File: config.mk
export PLATFORM = sky130hd
export DESIGN_NAME = slope_envelope_follower_unit_flat
export DESIGN_NICKNAME = d
export VERILOG_FILES = /design/src/rtl/sef_pkg.sv /design/src/rtl/sef_if.sv /design/src/rtl/sef_div.sv /design/src/rtl/sef_dp.sv /design/src/rtl/sef_ctrl.sv /design/src/rtl/slope_envelope_follower_unit.sv /design/src/flat_wrapper.sv
export SDC_FILE = /design/constraint.sdc
export NUM_CORES = 2
export LEC_CHECK = 0
export ABC_AREA = 1
export BUFFER_PORTS_ARGS = -buffer_cell sky130_fd_sc_hd__buf_2
export CAP_MARGIN = 20
export CELL_PAD_IN_SITES_DETAIL_PLACEMENT = 0
export CELL_PAD_IN_SITES_GLOBAL_PLACEMENT = 1
export CORE_UTILIZATION = 50
export CTS_CLUSTER_SIZE = 25
export DETAILED_ROUTE_END_ITERATION = 8
export PLACE_DENSITY = 0.91
export SYNTH_ARGS = -nofsm -noshare
export SYNTH_HDL_FRONTEND = slang
export SYNTH_SLANG_ARGS = --single-unit
File: constraint.sdc
create_clock -name clk -period 14.7 [get_ports clk]
set_input_delay 2.94 -clock clk [delete_from_list [all_inputs] [get_ports clk]]
set_output_delay 2.94 -clock clk [all_outputs]
set_load 0.005 [all_outputs]
File: src/rtl/sef_pkg.sv
// Shared types and constants for the slope envelope follower.
// Holds field widths, register codes, state and command types.
// No dependencies; every other file imports this package.
`timescale 1ns / 1ps
`default_nettype none

package sef_pkg;

  // Channel counts: four input fields, and a design limit on active channels.
  localparam int IN_FIELDS    = 4;
  localparam int MAX_CHANNELS = 4;
  localparam int ACTIVE_MAX   = (MAX_CHANNELS < IN_FIELDS) ? MAX_CHANNELS : IN_FIELDS;

  localparam int SAMPLE_W   = 16;
  localparam int MAG_W      = SAMPLE_W + 1;
  localparam int FRAC_W     = 16;
  localparam int LEVEL_W    = 34;
  localparam int LEN_W      = 16;
  localparam int POS_W      = 16;
  localparam int SLOPE_W    = LEVEL_W + 1;
  localparam int NUM_W      = LEVEL_W + LEN_W;
  localparam int MODE_W     = 2;
  localparam int TRIG_W     = 2;
  localparam int CHAN_W     = 3;
  localparam int CFG_IDX_W  = 3;
  localparam int CFG_DATA_W = 16;

  // The divider retires two quotient bits per cycle.
  localparam int DIV_CNT_W = $clog2(NUM_W / 2 + 1);
  localparam logic [DIV_CNT_W-1:0] DIV_STEPS_SLOPE  = DIV_CNT_W'(LEVEL_W / 2);
  localparam logic [DIV_CNT_W-1:0] DIV_STEPS_INTERP = DIV_CNT_W'(NUM_W / 2);

  localparam logic [LEVEL_W-1:0] LEVEL_MAX = '1;
  localparam logic [LEVEL_W-1:0] UNITY     = LEVEL_W'(64'd32768 << FRAC_W);

  // Detector modes. Code 3 is unused and behaves as the maximum.
  localparam logic [MODE_W-1:0] DET_MAX     = 2'd0;
  localparam logic [MODE_W-1:0] DET_TRIGGER = 2'd1;
  localparam logic [MODE_W-1:0] DET_SUM     = 2'd2;

  localparam logic [MODE_W-1:0] RESET_DETECT_MODE   = DET_MAX;
  localparam logic [TRIG_W-1:0] RESET_TRIGGER       = 2'd0;
  localparam logic [CHAN_W-1:0] RESET_CHANNEL_COUNT = 3'd2;
  localparam logic [LEN_W-1:0]  RESET_REACTION_LEN  = 16'd441;
  localparam logic [LEN_W-1:0]  RESET_DECAY_LEN     = 16'd4410;

  typedef enum logic [CFG_IDX_W-1:0] {
    CFG_DETECT_MODE     = 3'd0,
    CFG_TRIGGER_CHANNEL = 3'd1,
    CFG_CHANNEL_COUNT   = 3'd2,
    CFG_REACTION_LEN    = 3'd3,
    CFG_DECAY_LEN       = 3'd4
  } cfg_reg_t;

  typedef enum logic [1:0] {
    DIV_REACT,
    DIV_DECAY,
    DIV_INTERP
  } div_sel_t;

  typedef enum logic [3:0] {
    ST_IDLE,
    ST_SLOPE_GO,
    ST_SLOPE_WAIT,
    ST_DECIDE,
    ST_DECAY_GO,
    ST_DECAY_WAIT,
    ST_MUL_TGT,
    ST_MUL_START,
    ST_SUM,
    ST_INTERP_GO,
    ST_INTERP_WAIT,
    ST_DONE
  } ctrl_state_t;

  typedef struct packed {
    logic     accept;
    logic     div_go;
    div_sel_t div_sel;
    logic     decide;
    logic     slope_load;
    logic     mul_tgt;
    logic     mul_start;
    logic     num_add;
    logic     level_load;
    logic     finish;
  } dp_cmd_t;

  typedef struct packed {
    logic div_done;
    logic rise;
    logic decay_restart;
    logic out_free;
  } dp_stat_t;

endpackage

`default_nettype wire

File: src/rtl/sef_if.sv
// Valid/ready channel interfaces: input frames, result levels, register writes.
// Depends on sef_pkg for field widths.
`timescale 1ns / 1ps
`default_nettype none

interface sef_in_if import sef_pkg::*; ();
  logic                       valid;
  logic                       ready;
  logic signed [SAMPLE_W-1:0] sample_a;
  logic signed [SAMPLE_W-1:0] sample_b;
  logic signed [SAMPLE_W-1:0] sample_c;
  logic signed [SAMPLE_W-1:0] sample_d;

  modport source (output valid, output sample_a, output sample_b, output sample_c,
                  output sample_d, input ready);
  modport sink (input valid, input sample_a, input sample_b, input sample_c,
                input sample_d, output ready);
endinterface

interface sef_out_if import sef_pkg::*; ();
  logic               valid;
  logic               ready;
  logic [LEVEL_W-1:0] envelope_level;

  modport source (output valid, output envelope_level, input ready);
  modport sink (input valid, input envelope_level, output ready);
endinterface

interface sef_cfg_if import sef_pkg::*; ();
  logic                  valid;
  logic                  ready;
  logic [CFG_IDX_W-1:0]  index;
  logic [CFG_DATA_W-1:0] data;

  modport source (output valid, output index, output data, input ready);
  modport sink (input valid, input index, input data, output ready);
endinterface

`default_nettype wire

File: src/rtl/sef_div.sv
// Restoring divider, two quotient bits per cycle, 50-bit dividend by 16 bits.
// Depends on sef_pkg for widths and step counts.
`timescale 1ns / 1ps
`default_nettype none

module sef_div import sef_pkg::*; (
  input  logic                 clk,
  input  logic                 rst_n,
  input  logic                 go,
  input  logic [NUM_W-1:0]     dividend,
  input  logic [LEN_W-1:0]     divisor,
  input  logic [DIV_CNT_W-1:0] steps,
  output logic [NUM_W-1:0]     quotient,
  output logic                 done
);

  logic [NUM_W-1:0]     dvd_r;
  logic [NUM_W-1:0]     quo_r;
  logic [LEN_W-1:0]     rem_r;
  logic [LEN_W-1:0]     dsr_r;
  logic [DIV_CNT_W-1:0] cnt_r;
  logic                 busy_r;
  logic                 done_r;

  logic [LEN_W:0] r1, r1s, r2, r2s;
  logic           q1, q2;

  // Two dependent compare-and-subtract steps on 17-bit values.
  always_comb begin
    r1  = {rem_r, dvd_r[NUM_W-1]};
    q1  = (r1 >= {1'b0, dsr_r});
    r1s = q1 ? (r1 - {1'b0, dsr_r}) : r1;
    r2  = {r1s[LEN_W-1:0], dvd_r[NUM_W-2]};
    q2  = (r2 >= {1'b0, dsr_r});
    r2s = q2 ? (r2 - {1'b0, dsr_r}) : r2;
  end

  always_ff @(posedge clk) begin
    if (!rst_n) begin
      busy_r <= 1'b0;
      done_r <= 1'b0;
      cnt_r  <= '0;
    end else begin
      done_r <= 1'b0;
      if (go) begin
        busy_r <= 1'b1;
        cnt_r  <= steps;
      end else if (busy_r) begin
        cnt_r <= cnt_r - DIV_CNT_W'(1);
        if (cnt_r == DIV_CNT_W'(1)) begin
          busy_r <= 1'b0;
          done_r <= 1'b1;
        end
      end
    end
  end

  always_ff @(posedge clk) begin
    if (go) begin
      dvd_r <= dividend;
      quo_r <= '0;
      rem_r <= '0;
      dsr_r <= divisor;
    end else if (busy_r) begin
      dvd_r <= {dvd_r[NUM_W-3:0], 2'b00};
      quo_r <= {quo_r[NUM_W-3:0], q1, q2};
      rem_r <= r2s[LEN_W-1:0];
    end
  end

  assign quotient = quo_r;
  assign done     = done_r;

endmodule

`default_nettype wire

File: src/rtl/sef_dp.sv
// Datapath: configuration registers, detector, envelope state, multiplier,
// result register. Depends on sef_pkg and instantiates sef_div.
`timescale 1ns / 1ps
`default_nettype none

module sef_dp import sef_pkg::*; #(
  parameter int CHANNEL_LIMIT = MAX_CHANNELS
) (
  input  logic                  clk,
  input  logic                  rst_n,
  input  logic                  cfg_valid,
  input  logic [CFG_IDX_W-1:0]  cfg_index,
  input  logic [CFG_DATA_W-1:0] cfg_data,
  input  logic [SAMPLE_W-1:0]   samples [IN_FIELDS],
  input  logic                  out_ready,
  output logic                  out_valid,
  output logic [LEVEL_W-1:0]    out_level,
  input  dp_cmd_t               cmd,
  output dp_stat_t              stat
);

  localparam int SUM_W = MAG_W + $clog2(IN_FIELDS);
  localparam int DET_W = SUM_W + FRAC_W;
  localparam int ACTIVE_LIMIT = (CHANNEL_LIMIT < IN_FIELDS) ? CHANNEL_LIMIT : IN_FIELDS;

  logic [MODE_W-1:0] detect_mode_r;
  logic [TRIG_W-1:0] trigger_channel_r;
  logic [CHAN_W-1:0] channel_count_r;
  logic [LEN_W-1:0]  reaction_len_r;
  logic [LEN_W-1:0]  decay_len_r;

  logic [LEVEL_W-1:0]        level_now_r;
  logic [LEVEL_W-1:0]        ramp_target_r;
  logic [LEVEL_W-1:0]        ramp_start_r;
  logic [LEN_W-1:0]          ramp_len_r;
  logic [POS_W-1:0]          ramp_pos_r;
  logic signed [SLOPE_W-1:0] ramp_slope_r;
  logic                      started_r;
  logic                      out_valid_r;

  logic [LEVEL_W-1:0] sample_r;
  logic               slope_neg_r;
  logic [NUM_W-1:0]   prod_r;
  logic [NUM_W-1:0]   num_r;
  logic [LEVEL_W-1:0] out_level_r;

  logic [LEN_W-1:0]  react_eff, decay_eff;
  logic [CHAN_W-1:0] chans_eff;
  logic [TRIG_W-1:0] trig_eff;
  logic [MAG_W-1:0]  mag [IN_FIELDS];
  logic [MAG_W-1:0]  mag_max;
  logic [SUM_W-1:0]  mag_sum;
  logic [SUM_W-1:0]  det_mag;
  logic [DET_W-1:0]  det_wide;
  logic [LEVEL_W-1:0] det_level;

  logic               diff_neg;
  logic [LEVEL_W-1:0] diff_mag;

  logic [NUM_W-1:0]     div_dividend;
  logic [LEN_W-1:0]     div_divisor;
  logic [DIV_CNT_W-1:0] div_steps;
  logic [NUM_W-1:0]     div_quo;
  logic                 div_done;

  logic signed [SLOPE_W-1:0] quo_slope;
  logic                      rise, renew, seg_end;

  logic [LEVEL_W-1:0] mul_a;
  logic [LEN_W-1:0]   mul_b;
  logic [NUM_W-1:0]   mul_prod;

  // Configuration registers
  always_ff @(posedge clk) begin
    if (!rst_n) begin
      detect_mode_r     <= RESET_DETECT_MODE;
      trigger_channel_r <= RESET_TRIGGER;
      channel_count_r   <= RESET_CHANNEL_COUNT;
      reaction_len_r    <= RESET_REACTION_LEN;
      decay_len_r       <= RESET_DECAY_LEN;
    end else if (cfg_valid) begin
      unique case (cfg_reg_t'(cfg_index))
        CFG_DETECT_MODE:     detect_mode_r     <= cfg_data[MODE_W-1:0];
        CFG_TRIGGER_CHANNEL: trigger_channel_r <= cfg_data[TRIG_W-1:0];
        CFG_CHANNEL_COUNT:   channel_count_r   <= cfg_data[CHAN_W-1:0];
        CFG_REACTION_LEN:    reaction_len_r    <= cfg_data[LEN_W-1:0];
        CFG_DECAY_LEN:       decay_len_r       <= cfg_data[LEN_W-1:0];
        default: ;
      endcase
    end
  end

  // Lengths of zero act as one; channel count and trigger are clipped.
  always_comb begin
    react_eff = (reaction_len_r == '0) ? LEN_W'(1) : reaction_len_r;
    decay_eff = (decay_len_r == '0) ? LEN_W'(1) : decay_len_r;
    if (channel_count_r == '0) begin
      chans_eff = CHAN_W'(1);
    end else if (channel_count_r > CHAN_W'(ACTIVE_LIMIT)) begin
      chans_eff = CHAN_W'(ACTIVE_LIMIT);
    end else begin
      chans_eff = channel_count_r;
    end
    if (CHAN_W'(trigger_channel_r) > chans_eff - CHAN_W'(1)) begin
      trig_eff = TRIG_W'(chans_eff - CHAN_W'(1));
    end else begin
      trig_eff = trigger_channel_r;
    end
  end

  // Detector over the active channels
  always_comb begin
    for (int i = 0; i < IN_FIELDS; i++) begin
      mag[i] = samples[i][SAMPLE_W-1] ? ((MAG_W'(1) << SAMPLE_W) - MAG_W'(samples[i]))
                                      : MAG_W'(samples[i]);
    end
    mag_max = '0;
    mag_sum = '0;
    for (int i = 0; i < IN_FIELDS; i++) begin
      if (CHAN_W'(i) < chans_eff) begin
        mag_sum = mag_sum + SUM_W'(mag[i]);
        if (mag[i] > mag_max) begin
          mag_max = mag[i];
        end
      end
    end
    case (detect_mode_r)
      DET_TRIGGER: det_mag = SUM_W'(mag[trig_eff]);
      DET_SUM:     det_mag = mag_sum;
      default:     det_mag = SUM_W'(mag_max);
    endcase
    det_wide  = {det_mag, {FRAC_W{1'b0}}};
    det_level = (det_wide > DET_W'(LEVEL_MAX)) ? LEVEL_MAX : det_wide[LEVEL_W-1:0];
  end

  // Distance from the current level to the new sample level
  always_comb begin
    diff_neg = (sample_r < level_now_r);
    diff_mag = diff_neg ? (level_now_r - sample_r) : (sample_r - level_now_r);
  end

  always_comb begin
    case (cmd.div_sel)
      DIV_INTERP: begin
        div_dividend = num_r;
        div_divisor  = ramp_len_r;
        div_steps    = DIV_STEPS_INTERP;
      end
      DIV_DECAY: begin
        div_dividend = {diff_mag, {LEN_W{1'b0}}};
        div_divisor  = decay_eff;
        div_steps    = DIV_STEPS_SLOPE;
      end
      default: begin
        div_dividend = {diff_mag, {LEN_W{1'b0}}};
        div_divisor  = react_eff;
        div_steps    = DIV_STEPS_SLOPE;
      end
    endcase
  end

  sef_div u_div (
    .clk      (clk),
    .rst_n    (rst_n),
    .go       (cmd.div_go),
    .dividend (div_dividend),
    .divisor  (div_divisor),
    .steps    (div_steps),
    .quotient (div_quo),
    .done     (div_done)
  );

  // Signed slope from the truncated quotient; a zero quotient stays non-negative.
  assign quo_slope = slope_neg_r ? -$signed({1'b0, div_quo[LEVEL_W-1:0]})
                                 : $signed({1'b0, div_quo[LEVEL_W-1:0]});

  always_comb begin
    rise    = (quo_slope >= ramp_slope_r) &&
              (!ramp_slope_r[SLOPE_W-1] || !quo_slope[SLOPE_W-1]);
    renew   = (sample_r > ramp_target_r) && ramp_slope_r[SLOPE_W-1];
    seg_end = !started_r || (ramp_pos_r >= ramp_len_r);
  end

  always_comb begin
    mul_a    = cmd.mul_start ? ramp_start_r : ramp_target_r;
    mul_b    = cmd.mul_start ? (ramp_len_r - ramp_pos_r) : ramp_pos_r;
    mul_prod = mul_a * mul_b;
  end

  // Envelope state
  always_ff @(posedge clk) begin
    if (!rst_n) begin
      level_now_r   <= UNITY;
      ramp_target_r <= UNITY;
      ramp_start_r  <= UNITY;
      ramp_len_r    <= LEN_W'(1);
      ramp_pos_r    <= '0;
      ramp_slope_r  <= '0;
      started_r     <= 1'b0;
      out_valid_r   <= 1'b0;
    end else begin
      if (cmd.decide && (rise || renew || seg_end)) begin
        ramp_target_r <= sample_r;
        ramp_start_r  <= level_now_r;
        ramp_pos_r    <= '0;
        ramp_len_r    <= rise ? react_eff : decay_eff;
        started_r     <= 1'b1;
        if (rise) begin
          ramp_slope_r <= quo_slope;
        end
      end
      if (cmd.slope_load) begin
        ramp_slope_r <= quo_slope;
      end
      if (cmd.level_load) begin
        level_now_r <= div_quo[LEVEL_W-1:0];
      end
      if (cmd.finish) begin
        ramp_pos_r  <= ramp_pos_r + POS_W'(1);
        out_valid_r <= 1'b1;
      end else if (out_ready) begin
        out_valid_r <= 1'b0;
      end
    end
  end

  always_ff @(posedge clk) begin
    if (cmd.accept) begin
      sample_r <= det_level;
    end
    if (cmd.div_go) begin
      slope_neg_r <= diff_neg;
    end
    if (cmd.mul_tgt) begin
      prod_r <= mul_prod;
    end
    if (cmd.mul_start) begin
      prod_r <= mul_prod;
      num_r  <= prod_r;
    end
    if (cmd.num_add) begin
      num_r <= num_r + prod_r;
    end
    if (cmd.finish) begin
      out_level_r <= level_now_r;
    end
  end

  always_comb begin
    stat.div_done      = div_done;
    stat.rise          = rise;
    stat.decay_restart = !rise && (renew || seg_end);
    stat.out_free      = !out_valid_r || out_ready;
  end

  assign out_valid = out_valid_r;
  assign out_level = out_level_r;

`ifndef NO_ASSERTIONS
  a_pos_in_segment: assert property (@(posedge clk) disable iff (!rst_n)
    started_r |-> (ramp_pos_r <= ramp_len_r))
    else $error("ramp position ran past the segment length");

  a_len_nonzero: assert property (@(posedge clk) disable iff (!rst_n)
    ramp_len_r != '0)
    else $error("segment length is zero");

  a_interp_fits: assert property (@(posedge clk) disable iff (!rst_n)
    cmd.level_load |-> (div_done && (div_quo[NUM_W-1:LEVEL_W] == '0)))
    else $error("interpolated level does not fit the level width");
`endif

endmodule

`default_nettype wire

File: src/rtl/sef_ctrl.sv
// Controller state machine: sequences detection, slope divisions,
// interpolation and result hand-off. Depends on sef_pkg.
`timescale 1ns / 1ps
`default_nettype none

module sef_ctrl import sef_pkg::*; (
  input  logic     clk,
  input  logic     rst_n,
  input  logic     in_valid,
  output logic     in_ready,
  input  dp_stat_t stat,
  output dp_cmd_t  cmd
);

  ctrl_state_t state_r, state_nxt;

  always_ff @(posedge clk) begin
    if (!rst_n) begin
      state_r <= ST_IDLE;
    end else begin
      state_r <= state_nxt;
    end
  end

  always_comb begin
    state_nxt = state_r;
    cmd       = '0;
    in_ready  = 1'b0;
    unique case (state_r)
      ST_IDLE: begin
        in_ready = 1'b1;
        if (in_valid) begin
          cmd.accept = 1'b1;
          state_nxt  = ST_SLOPE_GO;
        end
      end
      ST_SLOPE_GO: begin
        cmd.div_go  = 1'b1;
        cmd.div_sel = DIV_REACT;
        state_nxt   = ST_SLOPE_WAIT;
      end
      ST_SLOPE_WAIT: begin
        if (stat.div_done) begin
          state_nxt = ST_DECIDE;
        end
      end
      ST_DECIDE: begin
        cmd.decide = 1'b1;
        if (stat.rise) begin
          state_nxt = ST_DONE;
        end else if (stat.decay_restart) begin
          state_nxt = ST_DECAY_GO;
        end else begin
          state_nxt = ST_MUL_TGT;
        end
      end
      ST_DECAY_GO: begin
        cmd.div_go  = 1'b1;
        cmd.div_sel = DIV_DECAY;
        state_nxt   = ST_DECAY_WAIT;
      end
      ST_DECAY_WAIT: begin
        if (stat.div_done) begin
          cmd.slope_load = 1'b1;
          state_nxt      = ST_DONE;
        end
      end
      ST_MUL_TGT: begin
        cmd.mul_tgt = 1'b1;
        state_nxt   = ST_MUL_START;
      end
      ST_MUL_START: begin
        cmd.mul_start = 1'b1;
        state_nxt     = ST_SUM;
      end
      ST_SUM: begin
        cmd.num_add = 1'b1;
        state_nxt   = ST_INTERP_GO;
      end
      ST_INTERP_GO: begin
        cmd.div_go  = 1'b1;
        cmd.div_sel = DIV_INTERP;
        state_nxt   = ST_INTERP_WAIT;
      end
      ST_INTERP_WAIT: begin
        cmd.div_sel = DIV_INTERP;
        if (stat.div_done) begin
          cmd.level_load = 1'b1;
          state_nxt      = ST_DONE;
        end
      end
      ST_DONE: begin
        if (stat.out_free) begin
          cmd.finish = 1'b1;
          state_nxt  = ST_IDLE;
        end
      end
      default: begin
        state_nxt = ST_IDLE;
      end
    endcase
  end

`ifndef NO_ASSERTIONS
  a_done_while_waiting: assert property (@(posedge clk) disable iff (!rst_n)
    stat.div_done |-> (state_r == ST_SLOPE_WAIT || state_r == ST_DECAY_WAIT ||
                       state_r == ST_INTERP_WAIT))
    else $error("divider finished while no division was awaited");

  a_one_beat_per_item: assert property (@(posedge clk) disable iff (!rst_n)
    cmd.accept |=> (!in_ready && state_r == ST_SLOPE_GO))
    else $error("accepted beat did not start the slope division");

  a_result_held: assert property (@(posedge clk) disable iff (!rst_n)
    (state_r == ST_DONE && !stat.out_free) |=> (state_r == ST_DONE))
    else $error("frame left the result state while the output was occupied");
`endif

endmodule

`default_nettype wire

File: src/rtl/slope_envelope_follower_unit.sv
// Top level of the slope envelope follower: channel plumbing around the
// controller and datapath. Depends on sef_pkg, sef_if, sef_ctrl and sef_dp.
`timescale 1ns / 1ps
`default_nettype none

// Channel   Direction  Beat contents
// in_ch     sink       sample_a .. sample_d, one signed 16-bit sample per channel
// out_ch    source     envelope_level, 34 bits with 16 fractional bits
// cfg_ch    sink       index (register number) and data (register value)
//
// One frame at a time: its result is valid after the slope division for a rising
// ramp, after a second division for a decay ramp and after two products and the
// interpolation division otherwise; the next beat can be taken in the same cycle
// as the result becomes valid. The shared divider retires two quotient bits per cycle.
// Synchronous active-low reset puts the level and ramp end points at full scale.
// A stalled result waits in the output register; only the following result stalls.

module slope_envelope_follower_unit import sef_pkg::*; #(
  parameter int CHANNEL_LIMIT = MAX_CHANNELS
) (
  input logic        clk,
  input logic        rst_n,
  sef_in_if.sink     in_ch,
  sef_out_if.source  out_ch,
  sef_cfg_if.sink    cfg_ch
);

  dp_cmd_t  cmd;
  dp_stat_t stat;

  logic [SAMPLE_W-1:0] samples [IN_FIELDS];
  logic                out_valid;
  logic [LEVEL_W-1:0]  out_level;
  logic                in_ready;

  // Channel fields map to channel numbers in order.
  assign samples[0] = in_ch.sample_a;
  assign samples[1] = in_ch.sample_b;
  assign samples[2] = in_ch.sample_c;
  assign samples[3] = in_ch.sample_d;

  // Register writes are taken at any time; the user must issue them only while idle, as the block does not enforce it.
  assign cfg_ch.ready = 1'b1;

  sef_ctrl u_ctrl (
    .clk      (clk),
    .rst_n    (rst_n),
    .in_valid (in_ch.valid),
    .in_ready (in_ready),
    .stat     (stat),
    .cmd      (cmd)
  );

  sef_dp #(
    .CHANNEL_LIMIT (CHANNEL_LIMIT)
  ) u_dp (
    .clk       (clk),
    .rst_n     (rst_n),
    .cfg_valid (cfg_ch.valid),
    .cfg_index (cfg_ch.index),
    .cfg_data  (cfg_ch.data),
    .samples   (samples),
    .out_ready (out_ch.ready),
    .out_valid (out_valid),
    .out_level (out_level),
    .cmd       (cmd),
    .stat      (stat)
  );

  assign in_ch.ready           = in_ready;
  assign out_ch.valid          = out_valid;
  assign out_ch.envelope_level = out_level;

endmodule

`default_nettype wire
File: src/flat_wrapper.sv
// flat-port wrapper written by rule: the top's interface ports become plain ports
module slope_envelope_follower_unit_flat import sef_pkg::*;
#(
  parameter int CHANNEL_LIMIT = MAX_CHANNELS
)
  (clk, rst_n, in_ch_valid, in_ch_sample_a, in_ch_sample_b, in_ch_sample_c, in_ch_sample_d, in_ch_ready, out_ch_valid, out_ch_envelope_level, out_ch_ready, cfg_ch_valid, cfg_ch_index, cfg_ch_data, cfg_ch_ready);
  sef_in_if in_ch_i ();
  sef_out_if out_ch_i ();
  sef_cfg_if cfg_ch_i ();
  input logic clk;
  input logic rst_n;
  input wire logic [$bits(in_ch_i.valid)-1:0] in_ch_valid;
  input wire logic [$bits(in_ch_i.sample_a)-1:0] in_ch_sample_a;
  input wire logic [$bits(in_ch_i.sample_b)-1:0] in_ch_sample_b;
  input wire logic [$bits(in_ch_i.sample_c)-1:0] in_ch_sample_c;
  input wire logic [$bits(in_ch_i.sample_d)-1:0] in_ch_sample_d;
  output wire logic [$bits(in_ch_i.ready)-1:0] in_ch_ready;
  output wire logic [$bits(out_ch_i.valid)-1:0] out_ch_valid;
  output wire logic [$bits(out_ch_i.envelope_level)-1:0] out_ch_envelope_level;
  input wire logic [$bits(out_ch_i.ready)-1:0] out_ch_ready;
  input wire logic [$bits(cfg_ch_i.valid)-1:0] cfg_ch_valid;
  input wire logic [$bits(cfg_ch_i.index)-1:0] cfg_ch_index;
  input wire logic [$bits(cfg_ch_i.data)-1:0] cfg_ch_data;
  output wire logic [$bits(cfg_ch_i.ready)-1:0] cfg_ch_ready;
  assign in_ch_i.valid = in_ch_valid;
  assign in_ch_i.sample_a = in_ch_sample_a;
  assign in_ch_i.sample_b = in_ch_sample_b;
  assign in_ch_i.sample_c = in_ch_sample_c;
  assign in_ch_i.sample_d = in_ch_sample_d;
  assign in_ch_ready = in_ch_i.ready;
  assign out_ch_valid = out_ch_i.valid;
  assign out_ch_envelope_level = out_ch_i.envelope_level;
  assign out_ch_i.ready = out_ch_ready;
  assign cfg_ch_i.valid = cfg_ch_valid;
  assign cfg_ch_i.index = cfg_ch_index;
  assign cfg_ch_i.data = cfg_ch_data;
  assign cfg_ch_ready = cfg_ch_i.ready;
  slope_envelope_follower_unit #(.CHANNEL_LIMIT(CHANNEL_LIMIT)) u_core (.clk(clk), .rst_n(rst_n), .in_ch(in_ch_i), .out_ch(out_ch_i), .cfg_ch(cfg_ch_i));
endmodule
---- After elaboration in Yosys (flattened, before gate mapping) ----
Cells that the tools add are included.
operators by class
  multiplexer cells ....................... 76
  reduce and logical (&&, ||, !) cells .... 38
  bitwise gates (word level) .............. 3
  order comparisons ....................... 18
  equal/unequal tests ..................... 24
  multiply operators ...................... 1
  add/subtract/negate cells ............... 17
operators with widths
  kind                      number
  $mux W50                  7
  $mux W17                  15
  $mux W16                  9
  $mux W35                  4
  $mux W34                  2
  $sub A17 B16 Y17 const A  4
  $sub A34 B34 Y34          2
  $add A19 B17 Y19          3
  $mux W19                  3
  $gt A17 B17 Y1            3
  $add A50 B50 Y50          1
  $mul A34 B16 Y50          1
  $sub A16 B16 Y16          3
  $pmux W4 S11              1
  $pmux W19 S2              1
  $ge A35 B35 Y1            1
  $gt A35 B34 Y1 const B    1
  $neg A34 Y35              1
  $bmux W17 S2              1
  $ge A17 B16 Y1            2
  $gt A34 B34 Y1            1
  $lt A34 B34 Y1            1
  $logic_not A16 Y1         2
  $pmux W16 S2              1
  other kinds (40)          107
storage, ports and cells
  input bits .............................. 88
  register bits ........................... 506

---- Logic depth before layout (Yosys ltp) ----
  depth after elaboration ................. 17
  gate-level depth with buffers ........... 49
  mapped depth without buffers ............ 47

---- Modules after synthesis ----
Synthesis repeated with hierarchy kept, for this count alone.
second synthesis, totals
  cells, all modules ...................... 8018
  area total of the unflattened synthesis .. 56793.2 um^2
by module, submodules not included
  module                        cells each  instances  area each (um^2)  seq. area each (um^2)
  sef_dp                        7014        1          49052.0           8528.2
  sef_div                       920         1          7287.0            3443.3
  sef_ctrl                      82          1          442.9             80.1
  slope_envelope_follower_unit  2           1          11.3              0.0

---- Worst setup path before layout ----
No wires, ideal clock.
  path kind ............................... in2reg
  start ................................... in in_ch_sample_b[0]
  end ..................................... reg u_core.u_dp.sample_r[16] (data pin)
  setup time .............................. 0.256 ns
  setup slack ............................. 6.348 ns
  buffers on the path ..................... 4
  data arrival time ....................... 8.095 ns
  stages on the path ...................... 42
  path through ............................ inv_2 > ha_1 > inv_1 > nor2_1 > inv_1 > nor2_1 > nand3_1 > nand2_1 > xor2_1 > ha_1 > a21oi_1 > o21a_1 > nand2_1 > nand2_1 > nand3_1 > nand2_1 > clkbuf_1 > nand2_1 > (+6 left out) > nand2_1 > nand3_1 > nand2_1 > buf_6 > buf_4 > nand2_1 > and2_1 > ha_1 > a21o_1 > o21ai_0 > o211ai_1 > nand2_1 > nand3_1 > nand2_1 > clkbuf_1 > nand3_1 > a21oi_1 > nand2_1
between the ends
  cells in the longest elaborated chain, start to end .. 13
RTL lines
  element                 line                text
  start: declaration      flat_wrapper.sv:14  input wire logic [$bits(in_ch_i.sample_b)-1:0] in_ch_sample_b;
  $sub A17 B16 Y17        sef_dp.sv:114       mag[i] = samples[i][SAMPLE_W-1] ? ((MAG_W'(1) << SAMPLE_W) - MAG_W'(samples[i]))
  $mux W17 (*)            sef_dp.sv:114
  $gt A17 B17 Y1          sef_dp.sv:122       if (mag[i] > mag_max) begin
  $mux W17                sef_dp.sv:122
  $mux W17                sef_dp.sv:120       if (CHAN_W'(i) < chans_eff) begin
  $gt A17 B17 Y1          sef_dp.sv:122
  $mux W17                sef_dp.sv:122
  $mux W17                sef_dp.sv:120
  $gt A17 B17 Y1          sef_dp.sv:122
  $mux W17                sef_dp.sv:122
  $mux W17                sef_dp.sv:120
  $pmux W19 S2 (*)        sef_dp.sv:127       case (detect_mode_r)
  $gt A35 B34 Y1          sef_dp.sv:133       det_level = (det_wide > DET_W'(LEVEL_MAX)) ? LEVEL_MAX : det_wide[LEVEL_W-1:0];
  end signal: assignment  sef_dp.sv:229       sample_r <= det_level;
  end: declaration        sef_dp.sv:41        logic [LEVEL_W-1:0] sample_r;
Every way passes the cells marked *; elsewhere a longest branch is shown, timed or not. The select of a mux whose other input is x is not followed.
A chain may end at the register's enable or synchronous reset.

---- Worst setup path after layout ----
  start ................................... in in_ch_sample_a[0]
  end ..................................... reg u_core.u_dp.sample_r[29] (data pin)
between the ends
  cells in the longest elaborated chain, start to end .. 16
RTL lines
  element             line                text
  start: declaration  flat_wrapper.sv:13  input wire logic [$bits(in_ch_i.sample_a)-1:0] in_ch_sample_a;
  $sub A17 B16 Y17    sef_dp.sv:114
  $mux W17 (*)        sef_dp.sv:114
  $gt A17 B1 Y1       sef_dp.sv:122
  $mux W17            sef_dp.sv:122
  $mux W17            sef_dp.sv:120
  $gt A17 B17 Y1      sef_dp.sv:122
  $mux W17            sef_dp.sv:122
  $mux W17            sef_dp.sv:120
  $gt A17 B17 Y1      sef_dp.sv:122
  $mux W17            sef_dp.sv:122
  $mux W17            sef_dp.sv:120
  $gt A17 B17 Y1      sef_dp.sv:122
  $mux W17            sef_dp.sv:122
  $mux W17            sef_dp.sv:120
  $pmux W19 S2 (*)    sef_dp.sv:127
  $gt A35 B34 Y1      sef_dp.sv:133
Marked as above.

==> metrics.log <==
[metrics] result of the run: finished, final reports clean
[metrics] maximum level of the CTS H-tree: 2
[metrics] total leakage power: around 0.029 uW
[metrics] Overflow after GRT: 0
[metrics] number of clock sinks seen by CTS: approximately 480
[metrics] proportion of total power due to net switching: approximately half
[metrics] Worst-Skew Late Latency: 0.65 ns
[metrics] DRC Markers: 0
[metrics] CTS tree: yes
[metrics] number of enable-type register cells in the synthesized netlist: 220
[metrics] clk buf depth: 3
[metrics] path type of the worst setup path: in -> reg
[metrics] largest net degree at the start of global routing: 116
[metrics] count of final hold-check violations: 0
[metrics] category of the worst setup path launch point: primary input
[metrics] number of cells on the worst reg-to-reg path: 33
[metrics] cts bufs inserted: 55
[metrics] sw power: just under 4000 uW
[metrics] CP Capture Type: flop
[metrics] internal power component: ~3800 uW
[metrics] Worst Slack Setup Final: 4.31 ns
[metrics] number of I/O pins: 125
[metrics] slack of the worst reg-to-reg path: between 5 and 6 ns
[metrics] number of DRC violations after detailed-routing iteration 0: approximately 4800
[metrics] Worst Skew: 0.0526 ns
[metrics] post-DR vias/cell: 5.66
[metrics] number of global-route vias before repair: 51058
[metrics] residual antenna-violating net count after detailed routing: 0
[metrics] horizontal die dimension: 337 um
[metrics] total number of vias: around 53000
[metrics] hold bufs inserted after CTS: 0
[metrics] Comb power frac: 57.3%
[metrics] Buf+Inv Stages, Crit Path: 7
[metrics] Top Family by Delay on Critical Path: simple AND/OR/NAND/NOR gates
[metrics] actual slew at the worst max-slew pin: 1.19 ns
[metrics] part of the power in registers: 24.7%
[metrics] final-layout worst hold slack: 0.459 ns
[metrics] fin crit share: 70.7%
[metrics] global placer's final weighted congestion: 1.01
[metrics] Die ar.: between 100000 and 150000 um^2
[metrics] number of setup buffers added after CTS: 0
[metrics] unrepaired setup endpoints after global routing: no
[metrics] effective utilization at floorplan: 50.5%
[metrics] gr usage total: 35.3%
[metrics] delay of the slowest cell on the worst path: 0.61 ns
[metrics] worst-path maximum fanout: 32
[metrics] share of final-layout standard cells stronger than drive strength 1: 5.17%
[metrics] die height: roughly 340 um
[metrics] worst IR drop on VDD: 0.000172 V
[metrics] data arrival time of the critical path: 10.77 ns
[metrics] summed negative setup slack over all endpoints: 0 ns
[metrics] sequential fraction of the synthesis area: a little over a fifth
[metrics] detailed-router iteration count before antenna repair: 6
[metrics] cell area power density: about 130 nW/um^2
[metrics] Setup-failing EPs final: 0
[metrics] Synth Flop Type: sky130_fd_sc_hd__dfxtp_1
[metrics] post-cts repair resize count: 0
[metrics] row count: 122
[metrics] average wire length per cell after detail routing: 21.4 um
[metrics] commonest non-fill, non-tap cell in the layout: sky130_fd_sc_hd__nand2_1
[metrics] Max Clk Rate: roughly 0.096 GHz
[metrics] Final Instance Count excl. Fillers: 9395
[metrics] total half-perimeter wirelength after legalization and detailed placement: around 160000 um
[metrics] number of nets in the layout: 8862
[metrics] cell total after placement: 9288
[metrics] total number of cells along the worst setup path: 40
[metrics] sum of routed wire length over all layers: between 200000 and 250000 um
[metrics] Relative slew margins: 20.7%
[metrics] Required @ worst endpoint: 15.08 ns
[metrics] Final Critical Period: 10.39 ns
[metrics] Unique masters post-synth: 66
[metrics] FF+latch count, synth: 476
[metrics] Most common cell on crit path: sky130_fd_sc_hd__nand2_1
[metrics] growth of design area from synthesis to finish: 6.55%
[metrics] count of final max-slew check failures: 0
[metrics] clock slew seen by the registers of the worst setup and hold paths: 0.06 ns
[metrics] Avg Synthesized Cell Area: 7.10 um^2
[metrics] cell count of the worst hold path: 2
[metrics] placeable core region: 111000 um^2
[metrics] Max stage delay cell, worst path: sky130_fd_sc_hd__o21ai_0
[metrics] most frequent cells in the layout: sky130_fd_sc_hd__nand2_1, sky130_fd_sc_hd__inv_1, sky130_fd_sc_hd__nor2_1
[metrics] worst slack after detailed placement: 3.79 ns
[metrics] clock group share of total power: 18.1%
[metrics] post-synthesis instance total: 7882
[metrics] global-route wire length before repair: 305000 um
[metrics] # diodes: 0
[metrics] clk root buf: sky130_fd_sc_hd__clkbuf_16
[metrics] number of I/O port buffers: between 100 and 150
[metrics] count of synthesis-stage warnings from yosys: 0
[metrics] kind of path behind the tightest hold check: reg -> reg
[metrics] Max-Cap Viols: 0
[metrics] number of antenna violations at the first check in global routing: 4
[metrics] proportion of register bits with asynchronous set or reset after synthesis: 0%
[metrics] cell area after synthesis: about 56000 um^2
[routing by layer]
metal / part of all wire, % / GRT usage [%] / up-vias
li1: - / - / 25159
met1: 44 / 49.2 / 25609
met3: 8.6 / 5.87 / 310
met5: 0.021 / 0 / -
met4: 3.6 / 11.2 / 6
met2: 44 / 55.6 / 2088
[cell type report]
type	instances	area [um^2]
Multi-Input combinational cell	5901	38400
Tap cell	1488	1860
Clock buffer	72	1500
Clock inverter	32	328
Fill cell	11114	51200
Sequential cell	476	11700
Inverter	1228	4610
Timing Repair Buffer	198	1230
[worst paths after layout]
path	start	to
min	u_core.u_dp.ramp_slope_r[28]$_SDFFE_PN0P_	u_core.u_dp.ramp_slope_r[28]$_SDFFE_PN0P_
max	in_ch_sample_a[0]	u_core.u_dp.sample_r[29]$_SDFFCE_PP1P_
min reg2reg	u_core.u_dp.ramp_slope_r[28]$_SDFFE_PN0P_	u_core.u_dp.ramp_slope_r[28]$_SDFFE_PN0P_
max reg2reg	u_core.u_ctrl.state_r[2]$_SDFFE_PN0P_	u_core.u_dp.prod_r[39]$_DFFE_PP_
[stage by stage]
stage / util (%) / total power, uW / cell area, um^2
floorplan: - / 4990 / 56000
global placement: 52.1 / 6220 / 57800
detailed placement: 52.1 / 6280 / 57800
CTS: 53.8 / 7700 / 59600
global route: 53.8 / 8340 / 59700
finish: 53.8 / 7760 / 59700
[power by group through the flow]
stage | registers (uW) | clock network, uW | logic (uW)
after global placement | 1920 | 0 | 4300
after floorplan | 1820 | 0 | 3170
after CTS | 1900 | 1420 | 4380
final | 1910 | 1400 | 4440
after global routing | 1930 | 1470 | 4950
after detailed placement | 1920 | 0 | 4350
[cells by family (layout without fill, tap and decap cells)]
| logic type | count (synthesis) | count (layout) | share of synthesized area (%) |
|---|---|---|---|
| flip-flops | 476 | 476 | 21.0 |
| AND/OR/NAND/NOR | 3374 | 3374 | 24.7 |
| buffers and inverters | 1514 | 1530 | 10.7 |
| AO/OA/AOI/OAI | 1351 | 1351 | 13.2 |
| XOR/XNOR | 251 | 251 | 3.93 |
| adder cells (fa/ha/maj) | 914 | 914 | 26.5 |
| other | 2 | 11 | 0.0134 |
[state kept, by name, indices dropped and copies added (netlist names), 19 cells and up]
signal,count
u_core.u_dp.out_level,34
u_core.u_dp.prod_r,50
u_core.u_dp.sample_r,19
u_core.u_dp.ramp_target_r,19
u_core.u_dp.num_r,50
u_core.u_dp.ramp_start_r,34
u_core.u_dp.ramp_slope_r,35
u_core.u_dp.level_now_r,34
u_core.u_dp.u_div.quotient,34
u_core.u_dp.u_div.dvd_r,50
[cells in the mapped netlist (all sizes together) (76+ instances only)]
| cell type | instances | area (um^2) |
|---|---|---|
| nand3 | 423 | 2140 |
| nand2 | 1857 | 7000 |
| a21oi | 523 | 2620 |
| buf | 130 | 737 |
| clkbuf | 156 | 616 |
| nor2 | 877 | 3370 |
| fa | 455 | 9110 |
| edfxtp | 220 | 6610 |
| xor2 | 186 | 1630 |
| o21ai | 577 | 2960 |
| dfxtp | 256 | 5120 |
| nand4 | 76 | 482 |
| ha | 459 | 5740 |
| inv | 1222 | 4590 |
[tightest hold or removal path, cell delays in order, from the launching register on]
cell and delay, ns:
sky130_fd_sc_hd__dfxtp_1 0.30, sky130_fd_sc_hd__inv_1 0.06, sky130_fd_sc_hd__a21oi_1 0.06
No activity file was read; power rests on OpenSTA's default activity.
